==> src/design/dmd_pkg.sv <==
// shared types and constants for the debug message deframer
// no dependencies
package dmd_pkg;

  localparam int KEPT_BYTES_DEF = 3;
  localparam logic [7:0] STOP_BYTE = 8'hA0;
  localparam logic [7:0] LAST_HEADER = 8'hA4;

  typedef enum logic [2:0] {
    KIND_TEXT     = 3'd0,
    KIND_UNEXP    = 3'd1,
    KIND_TEXT_END = 3'd2,
    KIND_NOTE     = 3'd3,
    KIND_CTRL     = 3'd4,
    KIND_OVER     = 3'd5
  } kind_t;

  typedef struct packed {
    kind_t      kind;
    logic [7:0] byte_value;
    logic [7:0] first_field;
    logic [7:0] second_field;
    logic [7:0] third_field;
  } result_t;

endpackage

==> src/design/dmd_state.sv <==
// message state, length tracking and payload store; decodes one word per cycle while take is high
// depends on dmd_pkg
module dmd_state import dmd_pkg::*; #(
  parameter int KEPT_BYTES = KEPT_BYTES_DEF
) (
  input  logic       clk,
  input  logic       rst_n,
  input  logic       take,
  input  logic [7:0] rx_byte,
  output logic       emit,
  output result_t    res
);

  typedef enum logic [2:0] {
    ST_IDLE  = 3'd0,
    ST_TEXT  = 3'd1,
    ST_NOTE  = 3'd2,
    ST_CTRL  = 3'd3,
    ST_PARAM = 3'd4
  } msg_t;

  msg_t       state_r, state_nxt;
  logic       len_seen_r, len_seen_nxt;
  logic [7:0] decl_len_r, decl_len_nxt;
  logic [7:0] fill_r, fill_nxt;
  logic [7:0] kept_r   [KEPT_BYTES];
  logic [7:0] kept_nxt [KEPT_BYTES];

  always_comb begin
    state_nxt    = state_r;
    len_seen_nxt = len_seen_r;
    decl_len_nxt = decl_len_r;
    fill_nxt     = fill_r;
    kept_nxt     = kept_r;
    emit         = 1'b0;
    res          = '{kind: KIND_UNEXP, byte_value: 8'd0, first_field: 8'd0,
                     second_field: 8'd0, third_field: 8'd0};
    case (state_r)
      ST_TEXT, ST_NOTE, ST_CTRL, ST_PARAM: begin
        if (rx_byte == STOP_BYTE) begin
          state_nxt    = ST_IDLE;
          len_seen_nxt = 1'b0;
          decl_len_nxt = 8'd0;
          fill_nxt     = 8'd0;
          for (int i = 0; i < KEPT_BYTES; i++) kept_nxt[i] = 8'd0;
          case (state_r)
            ST_TEXT: begin
              emit     = 1'b1;
              res.kind = KIND_TEXT_END;
            end
            ST_NOTE, ST_CTRL: begin
              emit             = 1'b1;
              res.kind         = (state_r == ST_NOTE) ? KIND_NOTE : KIND_CTRL;
              res.first_field  = kept_r[0];
              res.second_field = kept_r[1];
              res.third_field  = kept_r[2];
            end
            default: emit = 1'b0;
          endcase
        end else if (state_r == ST_TEXT) begin
          emit           = 1'b1;
          res.kind       = KIND_TEXT;
          res.byte_value = rx_byte;
        end else if (!len_seen_r) begin
          len_seen_nxt = 1'b1;
          decl_len_nxt = rx_byte;
          fill_nxt     = 8'd0;
          for (int i = 0; i < KEPT_BYTES; i++) kept_nxt[i] = 8'd0;
        end else if (fill_r < decl_len_r) begin
          for (int i = 0; i < KEPT_BYTES; i++) begin
            if (fill_r == 8'(i)) kept_nxt[i] = rx_byte;
          end
          fill_nxt = fill_r + 8'd1;
        end else begin
          emit           = 1'b1;
          res.kind       = KIND_OVER;
          res.byte_value = rx_byte;
        end
      end
      default: begin
        if (rx_byte inside {[STOP_BYTE:LAST_HEADER]}) begin
          state_nxt = msg_t'(rx_byte[2:0]);
        end else begin
          state_nxt      = ST_IDLE;
          emit           = 1'b1;
          res.kind       = KIND_UNEXP;
          res.byte_value = rx_byte;
        end
      end
    endcase
  end

  always_ff @(posedge clk) begin
    if (!rst_n) begin
      state_r    <= ST_IDLE;
      len_seen_r <= 1'b0;
      decl_len_r <= 8'd0;
      fill_r     <= 8'd0;
      for (int i = 0; i < KEPT_BYTES; i++) kept_r[i] <= 8'd0;
    end else if (take) begin
      state_r    <= state_nxt;
      len_seen_r <= len_seen_nxt;
      decl_len_r <= decl_len_nxt;
      fill_r     <= fill_nxt;
      kept_r     <= kept_nxt;
    end
  end

endmodule

==> src/design/dmd_out_stage.sv <==
// result register with valid/ready toward the consumer
// depends on dmd_pkg
module dmd_out_stage import dmd_pkg::*; (
  input  logic    clk,
  input  logic    rst_n,
  input  logic    load,
  input  result_t res,
  output logic    room,
  output logic    out_valid,
  input  logic    out_ready,
  output result_t out_res
);

  logic    valid_r, valid_nxt;
  result_t res_r;

  assign room      = !valid_r || out_ready;
  assign out_valid = valid_r;
  assign out_res   = res_r;

  always_comb begin
    valid_nxt = valid_r;
    if (load) valid_nxt = 1'b1;
    else if (out_ready) valid_nxt = 1'b0;
  end

  always_ff @(posedge clk) begin
    if (!rst_n) begin
      valid_r <= 1'b0;
    end else begin
      valid_r <= valid_nxt;
    end
    if (load) res_r <= res;
  end

endmodule

==> src/design/debug_message_deframer_core.sv <==
// top level of the debug message deframer
// depends on dmd_pkg, dmd_state, dmd_out_stage
//
// One word is taken per cycle unless in_ready is low; each updates the message
// state and, when it causes a result, loads the output register in the same cycle,
// so it appears in the cycle after acceptance. Input is taken whenever the
// output register is empty or being drained, so with out_ready held high the block
// sustains one word per cycle; only the single result register sets that figure.
module debug_message_deframer_core import dmd_pkg::*; #(
  parameter int KEPT_BYTES = KEPT_BYTES_DEF
) (
  input  logic       clk,
  input  logic       rst_n,
  input  logic       in_valid,
  output logic       in_ready,
  input  logic [7:0] in_rx_byte,
  output logic       out_valid,
  input  logic       out_ready,
  output logic [2:0] out_kind,
  output logic [7:0] out_byte_value,
  output logic [7:0] out_first_field,
  output logic [7:0] out_second_field,
  output logic [7:0] out_third_field
);

  logic    take;
  logic    emit;
  logic    room;
  result_t res;
  result_t out_res;

  assign in_ready = room;
  assign take     = in_valid && room;

  dmd_state #(.KEPT_BYTES(KEPT_BYTES)) u_state (
    .clk    (clk),
    .rst_n  (rst_n),
    .take   (take),
    .rx_byte(in_rx_byte),
    .emit   (emit),
    .res    (res)
  );

  dmd_out_stage u_out (
    .clk      (clk),
    .rst_n    (rst_n),
    .load     (take && emit),
    .res      (res),
    .room     (room),
    .out_valid(out_valid),
    .out_ready(out_ready),
    .out_res  (out_res)
  );

  assign out_kind         = out_res.kind;
  assign out_byte_value   = out_res.byte_value;
  assign out_first_field  = out_res.first_field;
  assign out_second_field = out_res.second_field;
  assign out_third_field  = out_res.third_field;

endmodule
==> config.mk <==
export PLATFORM = sky130hd
export DESIGN_NAME = debug_message_deframer_core
export DESIGN_NICKNAME = d
export VERILOG_FILES = /design/src/design/dmd_pkg.sv /design/src/design/dmd_state.sv /design/src/design/dmd_out_stage.sv /design/src/design/debug_message_deframer_core.sv
export SDC_FILE = /design/constraint.sdc
export NUM_CORES = 1
export LEC_CHECK = 0
export BUFFER_PORTS_ARGS = -buffer_cell sky130_fd_sc_hd__buf_2
export CORE_MARGIN = 3
export CORE_UTILIZATION = 28
export DETAILED_ROUTE_END_ITERATION = 12
export SLEW_MARGIN = 10
export SYNTH_ARGS = -nofsm -noshare
export SYNTH_HDL_FRONTEND = slang
export SYNTH_SLANG_ARGS = --single-unit
==> constraint.sdc <==
create_clock -name clk -period 8 [get_ports clk]
set_clock_uncertainty 0.1 [all_clocks]
set_input_delay 0.8 -clock clk [delete_from_list [all_inputs] [get_ports clk]]
set_output_delay 0.8 -clock clk [all_outputs]
set_load 0.1 [all_outputs]
; After elaboration in Yosys (flattened, before gate mapping)
; Cells that the tools add are included.
[word_totals]
register_bits = 80
inputBits = 12
[classes]
reduce_logical = 18
eq_ne = 14
order_cmp = 3
n_mux = 37
addsub = 1
[ops]
columns = operator, count
row1 = $mux W24, 4
row2 = $mux W8, 12
row3 = $mux W11, 4
row4 = $mux W3, 5
row5 = $reduce_and A5 Y1, 3
row6 = $ne A3 B3 Y1 const B, 4
row7 = $mux W1, 11
row8 = $add A8 B1 Y8 const B, 1
row9 = $eq A8 B1 Y1 const B, 1
row10 = $eq A8 B2 Y1 const B, 1
row11 = $eq A8 B8 Y1 const B, 1
row12 = $ge A8 B8 Y1 const B, 1
row13 = $le A8 B8 Y1 const B, 1
row14 = $logic_not A8 Y1, 1
row15 = $lt A8 B8 Y1, 1
row16 = $reduce_and A4 Y1, 2
row17 = $eq A3 B2 Y1 const B, 2
row18 = $pmux W3 S2, 1
row19 = $reduce_and A3 Y1, 2
row20 = $ne A2 B1 Y1 const B, 2
row21 = $reduce_or A4 Y1, 1
row22 = $eq A3 B1 Y1 const B, 1
row23 = $eq A3 B3 Y1 const B, 1
row24 = $logic_and A1 B1 Y1, 3
row25 = other kinds (7), 7

; Depth between registers and ports, before layout
; Gate-level depths: netlist of run 1.
[logic_depth]
depth_word = 8
depth_mapped = 8
depth_no_buf = 7

; By module
; From an unflattened synthesis of run 1, not the netlist that was laid out.
[unflattened]
cells_unflattened = 334
hier_area_um2 = 3687.3
[modules_own_cells]
columns = mod, instances, area_per_inst_um2, seq_area_each_um2, cells_each
row1 = dmd_state, 1, 2575.0, 880.8, 293
row2 = dmd_out_stage, 1, 1099.8, 1071.0, 39
row3 = debug_message_deframer_core, 1, 12.5, 0.0, 2

; Worst setup path before layout of run 1
; No wires, ideal clock.
[synth_timing]
path_type = input -> register
from = input port out_ready
to = register u_out.res_r, in the netlist u_out.out_res[0] (enable)
stages = 3
t_arrival_ns = 4.285
setup_slack_ns = 3.145
n_path_buf = 0
required_ns = 7.429
cell_sequence = nand2b_1 > nand2_1 > nor3_1
[synth_via]
elab_chain_len = 3
[synth_rtl]
columns = item, line_no
row1 = start: declaration, debug_message_deframer_core.sv:18  ; input logic out_ready,
row2 = $logic_or A1 B1 Y1, dmd_out_stage.sv:17  ; assign room = !valid_r || out_ready;
row3 = $logic_and A1 B1 Y1, debug_message_deframer_core.sv:33  ; assign take = in_valid && room;
row4 = $logic_and A1 B1 Y1, debug_message_deframer_core.sv:47  ; .load (take && emit),
row5 = via u_out.load, dmd_out_stage.sv:6  ; input logic load,
row6 = end signal: assignment, dmd_out_stage.sv:33  ; if (load) res_r <= res;
row7 = end: declaration, dmd_out_stage.sv:15  ; result_t res_r;
; The timed path passes the listed nets, and every way through them passes these cells.
; A chain may end at the register's enable or synchronous reset.

; Final worst setup path of run 1
[layout_timing]
from = register u_state.fill_r[2]
to = register u_out.res_r, in the netlist u_out.out_res[14] (enable)
[layout_via]
elab_chain_len = 7
[layout_rtl]
columns = item, line_no
row1 = start: declaration, dmd_state.sv:25  ; logic [7:0] fill_r, fill_nxt;
row2 = start signal: assignment, dmd_state.sv:104  ; fill_r <= fill_nxt;
row3 = $lt A8 B8 Y1, dmd_state.sv:69  ; end else if (fill_r < decl_len_r) begin
row4 = $mux W1, dmd_state.sv:69
row5 = $mux W1, dmd_state.sv:64  ; end else if (!len_seen_r) begin
row6 = $mux W1, dmd_state.sv:60  ; end else if (state_r == ST_TEXT) begin
row7 = $mux W1, dmd_state.sv:40  ; if (rx_byte == STOP_BYTE) begin
row8 = $mux W1, dmd_state.sv:38  ; case (state_r)
row9 = $logic_and A1 B1 Y1, debug_message_deframer_core.sv:47
row10 = via u_out.load, dmd_out_stage.sv:6
; The timed path passes the listed nets, and every way through them passes these cells.

==> results of run 1 <==
[path summary, 6_finish.rpt]
path / startpoint / endpoint / slack, ns
max: u_state.fill_r[2] / u_out.out_res[14] / 4.93
min: u_state.kept_r[8] / u_state.kept_r[8] / 0.35
max reg2reg: u_state.fill_r[2] / u_out.out_res[14] / 4.93
min reg2reg: u_state.kept_r[8] / u_state.kept_r[8] / 0.35
[routing by layer]
layer	share of wire [%]	vias to the layer above	wire length, um	global-route usage (%)
met2	48	58	3950	19.6
met1	45	1264	3700	14.8
met5	0	-	0	0
met3	4.5	15	365	2.99
met4	2.2	0	183	5.87
li1	-	1242	-	-
[per-stage QoR]
step	instance area, um2	hold slack [ns]
final	4290	0.354
after global routing	4290	0.377
after CTS	4280	0.361
after detailed placement	3960	0.344
after global placement	3960	0.345
after floorplan	3560	0.324
[final cells by class]
class / count / area, um2 / area share (%)
Clock buffer: 10 / 229 / 5.34
Multi-Input combinational cell: 206 / 1500 / 35.1
Timing Repair Buffer: 49 / 248 / 5.78
Clock inverter: 6 / 91.3 / 2.13
Tap cell: 168 / 210 / 4.91
Inverter: 14 / 52.6 / 1.23
Sequential cell: 80 / 1950 / 45.5
[synth_stat cells (all sizes together), types with 2 or more instances]
| cell type | n |
|---|---|
| o2bb2ai | 24 |
| dfxtp | 45 |
| and2 | 24 |
| a211oi | 5 |
| nand2b | 7 |
| nor3b | 4 |
| ha | 11 |
| nor4b | 5 |
| clkbuf | 6 |
| mux2i | 13 |
| nand3 | 4 |
| a21oi | 14 |
| and4 | 2 |
| edfxtp | 35 |
| or4b | 2 |
| nor2b | 3 |
| nand4 | 4 |
| a2111oi | 3 |
| or4 | 2 |
| buf | 8 |
| nor2 | 14 |
| a22o | 3 |
| o21ai | 6 |
| o2111ai | 3 |
| nor3 | 3 |
| o211ai | 2 |
| nand2 | 36 |
| inv | 13 |
| a31oi | 2 |
[sequential cells by signal, summed over array words and instances, names as in the netlist]
name / count
u_state.decl_len_r: 8
u_out.out_valid: 1
u_state.fill_r: 8
u_state.state_r: 3
u_state.kept_r: 24
u_state.len_seen_r: 1
u_out.out_res: 35
[cells by family after synthesis]
logic type / share of synthesized area [%]
flops: 54.8
xor+xnor: 0.246
compound gates: 16.4
simple gates: 17.8
fa+ha+maj: 3.86
buf+inv: 3.27
mux: 3.65
[critical path: stages, from the launching register on]
cell and delay (ns):
dfxtp_1 0.46, ha_1 0.26, o21ai_0 0.11, a211o_1 0.37
o21ai_2 0.55, a21oi_1 0.21, nor3_2 0.22, buf_4 0.40
[power groups by stage]
| stage | combinational (mW) | clock (mW) | sequential, mW |
|---|---|---|---|
| 3_3_place_gp | 0.114 | 0 | 0.448 |
| 3_5_place_dp | 0.114 | 0 | 0.448 |
| 5_1_grt | 0.117 | 0.467 | 0.440 |
| 6_report | 0.113 | 0.441 | 0.439 |
| 2_1_floorplan | 0.0186 | 0 | 0.523 |
| 4_1_cts | 0.114 | 0.449 | 0.439 |
[cell usage in the layout, fill, tap and decap left out, drive strengths merged, types with 6 or more instances in the layout]
master	n
ha	11
nand2	36
nor2	14
o21ai	6
a21oi	14
buf	49
mux2i	13
clkbuf	10
inv	15
nand2b	7
and2	24
o2bb2ai	24
dfxtp	45
edfxtp	35
==> qor.csv, run 1 <==
stage,metric,value,unit
synthesis,yosys_warnings,0,
sta,relSlewSlack,36.2,%
final_layout,nFillCells,1225,
die,start_util,29.2,%
worst_setup_path,end_kind,flip-flop,
cts,ctsHoldBuffers,0,
job,max-cap-violations,0,
global_route,overflow,0,
sta,clock.fmax,326,MHz
cts,cts_root_buffer,clkbuf_16,
sta,hold_viol,0,
final_layout,final_nets,383,
worst_setup_path,rr_worst_depth,7,
place,place_inst,517,
die,die_x,119,um
worst_setup_path,critPathArrivalTime,2.96,ns
worst_setup_path,crit_type,flip-flop to flip-flop,
detailed_routing,dr.pass1.iters,4,
sta,setup_ws,4.93,ns
detailed_routing,drt_first_iter_violations,157,
cts,insertion_delay,0.34,ns
global_route,grt_max_degree,36,
power_and_ir_drop,vdd_drop_max,0.000102,V
power_and_ir_drop,netSwitchingPower,0.267,mW
global_route,antenna_found_initial,0,
sta,tightest_slew,0.958,ns
final_layout,drive_gt1_share,22.2,%
synthesis,synth_seq_cells,80,
place,numPortBuffers,48,
detailed_routing,routed_wirelength,8200,um
worst_setup_path,cp_max_fo,35,
worst_hold_path,worst_hold_path_type,flip-flop to flip-flop,
run_status,outcome,completed,
cts,cts_sinks,80,
synthesis,synthTopCellsByArea,"edfxtp_1 (29%), dfxtp_1 (25%), o2bb2ai_1 (5.9%), and2_1 (4.2%), ha_1 (3.9%)",
final_layout,area_growth,20.3,%
detailed_routing,vias_per_cell,4.84,
global_route,grt_usage,12.0,%
cts,post_cts_buffers,0,
sta,setup_viol,0,
synthesis,synth_edf_count,35,
synthesis,ys_seq_area_share,54.8,%
power_and_ir_drop,finalPower,0.994,mW
sta,finalCritPeriodShare,38.3,%
synthesis,avgSynthCellArea,11.3,um2
power_and_ir_drop,intPower,0.727,mW
detailed_routing,drc,0,
sta,drv_slew,0,
sta,fin_crit,3.07,ns
die,num_rows,40,
place,gp_congestion,0.798,
sta,rsz0062_at_grt,false,
global_route,grt_pass1_wl,13400,um
global_route,first_global_vias,2518,
final_layout,utilization,35.1,%
power_and_ir_drop,sequentialPowerShare,44.2,%
cts,cts_tree,done,
detailed_routing,vias,2579,
cts,clk_pin_slew,0.06,ns
synthesis,synth.distinct_cells,50,
die,core,12200,um2
synthesis,syn-num-nets,337,
synthesis,async_reset_ff_share,0,%
power_and_ir_drop,clkPwrFrac,44.4,%
final_layout,fin_cells,533,
synthesis,synthFlopType,dfxtp_1,
power_and_ir_drop,power_frac_comb,11.4,%
die,die_area,14100,um2
sta,finalSetupTns,0,ns
worst_setup_path,critPathLaunchType,flip-flop,
worst_hold_path,whs_path_depth,1,
worst_setup_path,cp.required,7.89,ns
die,ios,49,
cts,cts-buffers-inserted,9,
synthesis,syn_area,3560,um2
final_layout,diodes,0,
cts,ctsResizeCount,0,
detailed_routing,ant_nets,0,
synthesis,syn_inst,314,
detailed_routing,wl_per_cell,15.4,um
place,hpwl,5860,um
place,place_ws,4.75,ns
cts,cts.htree.levels,3,
synthesis,synth_area_leader_cell,edfxtp_1,
cts,cts.path.max_buffers,2,
die,die_h,119,um
power_and_ir_drop,power_leakage,1.55,nW
synthesis,yosysTopAreaCellShare,29.5,%
power_and_ir_drop,power.density,232,nW/um2
power_and_ir_drop,p_sw_share,26.9,%
Note: power is estimated with default switching activity, not from simulation.
==> inputs of run 2 (changes only) <==
ABC_AREA = 1   (was default)
clock period = 2.67 ns   (was 8 ns; I/O delays follow)
==> run 2 against run 1 <==
Sequential cell count unchanged. Via count grew 21%. Cell count is 32% higher. Fmax rose by 37%. Cell area rose by 6.8%. Clock-buffer cell count grew 1. Critical endpoint is now u_out.out_res[12]. Largest power group is now combinational logic. Highest routed layer unchanged.
==> qor.csv, run 2 <==
stage,metric,value,unit,change
final_layout,largest_register_ffs,35,,unchanged
sta,relSlewSlack,57.1,%,was 36.2%
worst_hold_path,worst_hold_path_type,input pin to flip-flop,,was flip-flop to flip-flop
power_and_ir_drop,power_leakage,1.97,nW,was 1.55 nW
detailed_routing,drt_first_iter_violations,189,,was 157
cts,cts-buffers-inserted,9,,unchanged
synthesis,avgSynthCellArea,8.03,um2,was 11.3 um2
synthesis,synth_seq_cells,80,,unchanged
final_layout,final_cell_mix,"nand2_1 (101), nor2_1 (78), inv_1 (75)",,"was buf_2 (48), dfxtp_1 (45), nand2_1 (36)"
sta,clock.fmax,447,MHz,was 326 MHz
power_and_ir_drop,vdd_drop_max,0.000326,V,was 0.000102 V
global_route,grt_usage,12.1,%,was 12.0%
detailed_routing,routed_wirelength,8670,um,was 8200 um
power_and_ir_drop,clkPwrFrac,26.0,%,was 44.4%
worst_setup_path,rr_worst_depth,8,,was 7
detailed_routing,vias_per_cell,4.43,,was 4.84
sta,setup_ws,0.434,ns,was 4.93 ns
synthesis,synthFlopType,dfxtp_1,,unchanged
worst_setup_path,r2r-end,u_out.out_res[12],,was u_out.out_res[14]
place,hpwl,6330,um,was 5860 um
final_layout,final_common_cell,nand2_1,,was buf_2
power_and_ir_drop,netSwitchingPower,2.19,mW,was 0.267 mW
synthesis,synth_commonest_cells,"nand2_1 (102), nor2_1 (78), inv_1 (75), dfxtp_1 (45), edfxtp_1 (35)",,"was dfxtp_1 (45), nand2_1 (36), edfxtp_1 (35), and2_1 (24), o2bb2ai_1 (24)"
worst_setup_path,r2r-start,u_state.state_r[1],,was u_state.fill_r[2]
worst_setup_path,cp.required,2.58,ns,was 7.89 ns
worst_setup_path,end_kind,flip-flop,,unchanged
cts,post_cts_buffers,0,,unchanged
global_route,use_met2,19.8,%,was 19.6%
die,start_util,28.7,%,was 29.2%
sta,hold_viol,0,,unchanged
synthesis,yosysMostFrequentCell,nand2_1,,was dfxtp_1
global_route,first_global_vias,3020,,was 2518
place,gp_congestion,0.875,,was 0.798
cts,cts_root_buffer,clkbuf_16,,unchanged
place,place_ws,0.378,ns,was 4.75 ns
sta,finalCritPeriodShare,83.7,%,was 38.3%
run_status,outcome,completed,,unchanged
cts,cts.htree.levels,3,,unchanged
global_route,grt_pass1_wl,14200,um,was 13400 um
final_layout,utilization,34.4,%,was 35.1%
sta,tightest_slew,0.644,ns,was 0.958 ns
worst_setup_path,setup.worst_path.end,u_out.out_res[12],,was u_out.out_res[14]
final_layout,diodes,0,,unchanged
power_and_ir_drop,power.density,1090,nW/um2,was 232 nW/um2
sta,finalSetupTns,0,ns,unchanged
synthesis,synth_edf_count,35,,unchanged
global_route,antenna_found_initial,0,,unchanged
cts,cts.path.max_buffers,2,,unchanged
sta,drv_slew,0,,unchanged
power_and_ir_drop,sequentialPowerShare,33.6,%,was 44.2%
cts,cts_tree,done,,unchanged
cts,ctsHoldBuffers,0,,unchanged
synthesis,synthTopCellsByArea,"edfxtp_1 (28%), dfxtp_1 (24%), nand2_1 (10%), nor2_1 (7.7%), inv_1 (7.4%)",,"was edfxtp_1 (29%), dfxtp_1 (25%), o2bb2ai_1 (5.9%), and2_1 (4.2%), ha_1 (3.9%)"
synthesis,syn_area,3810,um2,was 3560 um2
detailed_routing,vias,3127,,was 2579
synthesis,syn_inst,475,,was 314
final_layout,area_growth,20.0,%,was 20.3%
detailed_routing,ant_nets,0,,unchanged
global_route,overflow,0,,unchanged
cts,ctsResizeCount,0,,unchanged
detailed_routing,wl_per_cell,12.3,um,was 15.4 um
job,max-cap-violations,0,,unchanged
sta,rsz0062_at_grt,false,,unchanged
cts,insertion_delay,0.33,ns,was 0.34 ns
global_route,grt_util_met1,14.5,%,was 14.8%
worst_setup_path,cp_max_fo,26,,was 35
power_and_ir_drop,intPower,2.79,mW,was 0.727 mW
detailed_routing,drc,0,,unchanged
die,die_area,15100,um2,was 14100 um2
cts,clk_pin_slew,0.06,ns,about the same
place,numPortBuffers,48,,unchanged
final_layout,final_nets,548,,was 383
final_layout,drive_gt1_share,16.2,%,was 22.2%
worst_setup_path,r2r_slack,0.43,ns,was 4.93 ns
synthesis,synth.distinct_cells,34,,was 50
die,die_x,123,um,was 119 um
synthesis,yosysTopAreaCellShare,27.6,%,was 29.5%
cts,cts_sinks,80,,unchanged
detailed_routing,dr.pass1.iters,5,,was 4
die,core,13300,um2,was 12200 um2
global_route,use_met3,2.90,%,was 2.99%
sta,setup_viol,0,,unchanged
synthesis,async_reset_ff_share,0,%,unchanged
global_route,grt_max_degree,32,,was 36
worst_setup_path,critPathLaunchType,flip-flop,,unchanged
die,num_rows,42,,was 40
synthesis,yosys_warnings,0,,unchanged
die,die_h,123,um,was 119 um
synthesis,synth_area_leader_cell,edfxtp_1,,unchanged
synthesis,ys_seq_area_share,51.2,%,was 54.8%
die,ios,49,,unchanged
global_route,grt-busiest-layer,met2,,unchanged
worst_setup_path,crit_type,flip-flop to flip-flop,,unchanged
power_and_ir_drop,p_sw_share,44.0,%,was 26.9%
worst_setup_path,critPathLaunch,u_state.state_r[1],,was u_state.fill_r[2]
worst_setup_path,critPathArrivalTime,2.14,ns,was 2.96 ns
worst_hold_path,whs_path_depth,3,,was 1
power_and_ir_drop,power_frac_comb,40.3,%,was 11.4%
synthesis,syn-num-nets,498,,was 337
sta,fin_crit,2.24,ns,was 3.07 ns
[run 2: cell types whose count changed after synthesis, moves of 9 or more]
| cell | change |
|---|---|
| o2bb2ai_1 | -24 |
| nand2_1 | +66 |
| and2_1 | -23 |
| o21ai_0 | +13 |
| nand3_1 | +9 |
| a21oi_1 | +15 |
| mux2i_1 | -13 |
| nor2_1 | +65 |
| inv_1 | +62 |
| nand4_1 | +16 |
[run 2: power by group through the flow]
| stage | logic, mW | registers, mW | clock network (mW) |
|---|---|---|---|
| after floorplan | 0.799 | 2.56 | 0 |
| after global placement | 1.99 | 1.69 | 0 |
| after detailed placement | 2.01 | 1.70 | 0 |
| after CTS | 2.02 | 1.68 | 1.33 |
| after global routing | 2.19 | 1.70 | 1.38 |
| final | 2.01 | 1.68 | 1.30 |
[run 2: routing by layer]
layer  share of wire (%)  up-vias
li1                    -     1616
met1                  45     1428
met2                  48       70
met3                 4.4       13
met4                 2.2        0
met5                   0        -
[run 2: logic make-up after synthesis]
logic type / Yosys count / share of synthesized area, %
AND/OR/NAND/NOR: 242 / 28.9
flip-flops: 80 / 51.2
XOR/XNOR: 2 / 0.459
adder cells (fa/ha/maj): 11 / 3.61
buffers and inverters: 93 / 9.64
AO/OA/AOI/OAI: 47 / 6.26
[run 2: worst min path at each step]
stage	from	end	slack (ns)
2_1_floorplan	in_rx_byte[0]	u_state.decl_len_r[0]	0.30
4_1_cts	in_rx_byte[3]	u_state.decl_len_r[3]	0.14
6_report	in_rx_byte[3]	u_state.decl_len_r[3]	0.14
3_5_place_dp	u_state.decl_len_r[7]	u_state.decl_len_r[7]	0.38
5_1_grt	in_rx_byte[3]	u_state.decl_len_r[3]	0.16
3_3_place_gp	u_state.decl_len_r[1]	u_state.decl_len_r[1]	0.36
[run 2: final cells by class]
| class | count | area, um2 |
|---|---|---|
| Clock buffer | 11 | 233 |
| Multi-Input combinational cell | 302 | 1500 |
| Tap cell | 176 | 220 |
| Clock inverter | 5 | 82.6 |
| Timing Repair Buffer | 54 | 298 |
| Sequential cell | 80 | 1950 |
| Fill cell | 1384 | 8720 |
| Inverter | 78 | 293 |
[run 2: per-stage QoR]
step	cell area [um2]	hold WS (ns)	std cells	total power, mW
after floorplan	3820	0.302	475	3.36
after global placement	4260	0.363	690	3.69
after detailed placement	4260	0.379	690	3.72
after CTS	4580	0.136	706	5.02
after global routing	4580	0.156	706	5.27
final	4580	0.144	706	4.98
[run 2: critical path: stages, from the launching register on]
cell and delay (ns):
dfxtp_1 0.46, o21ai_1 0.14, nand2_1 0.24, a21oi_1 0.06, and2_1 0.27, nor2_1 0.16, nand2_1 0.09, inv_1 0.08
buf_4 0.31
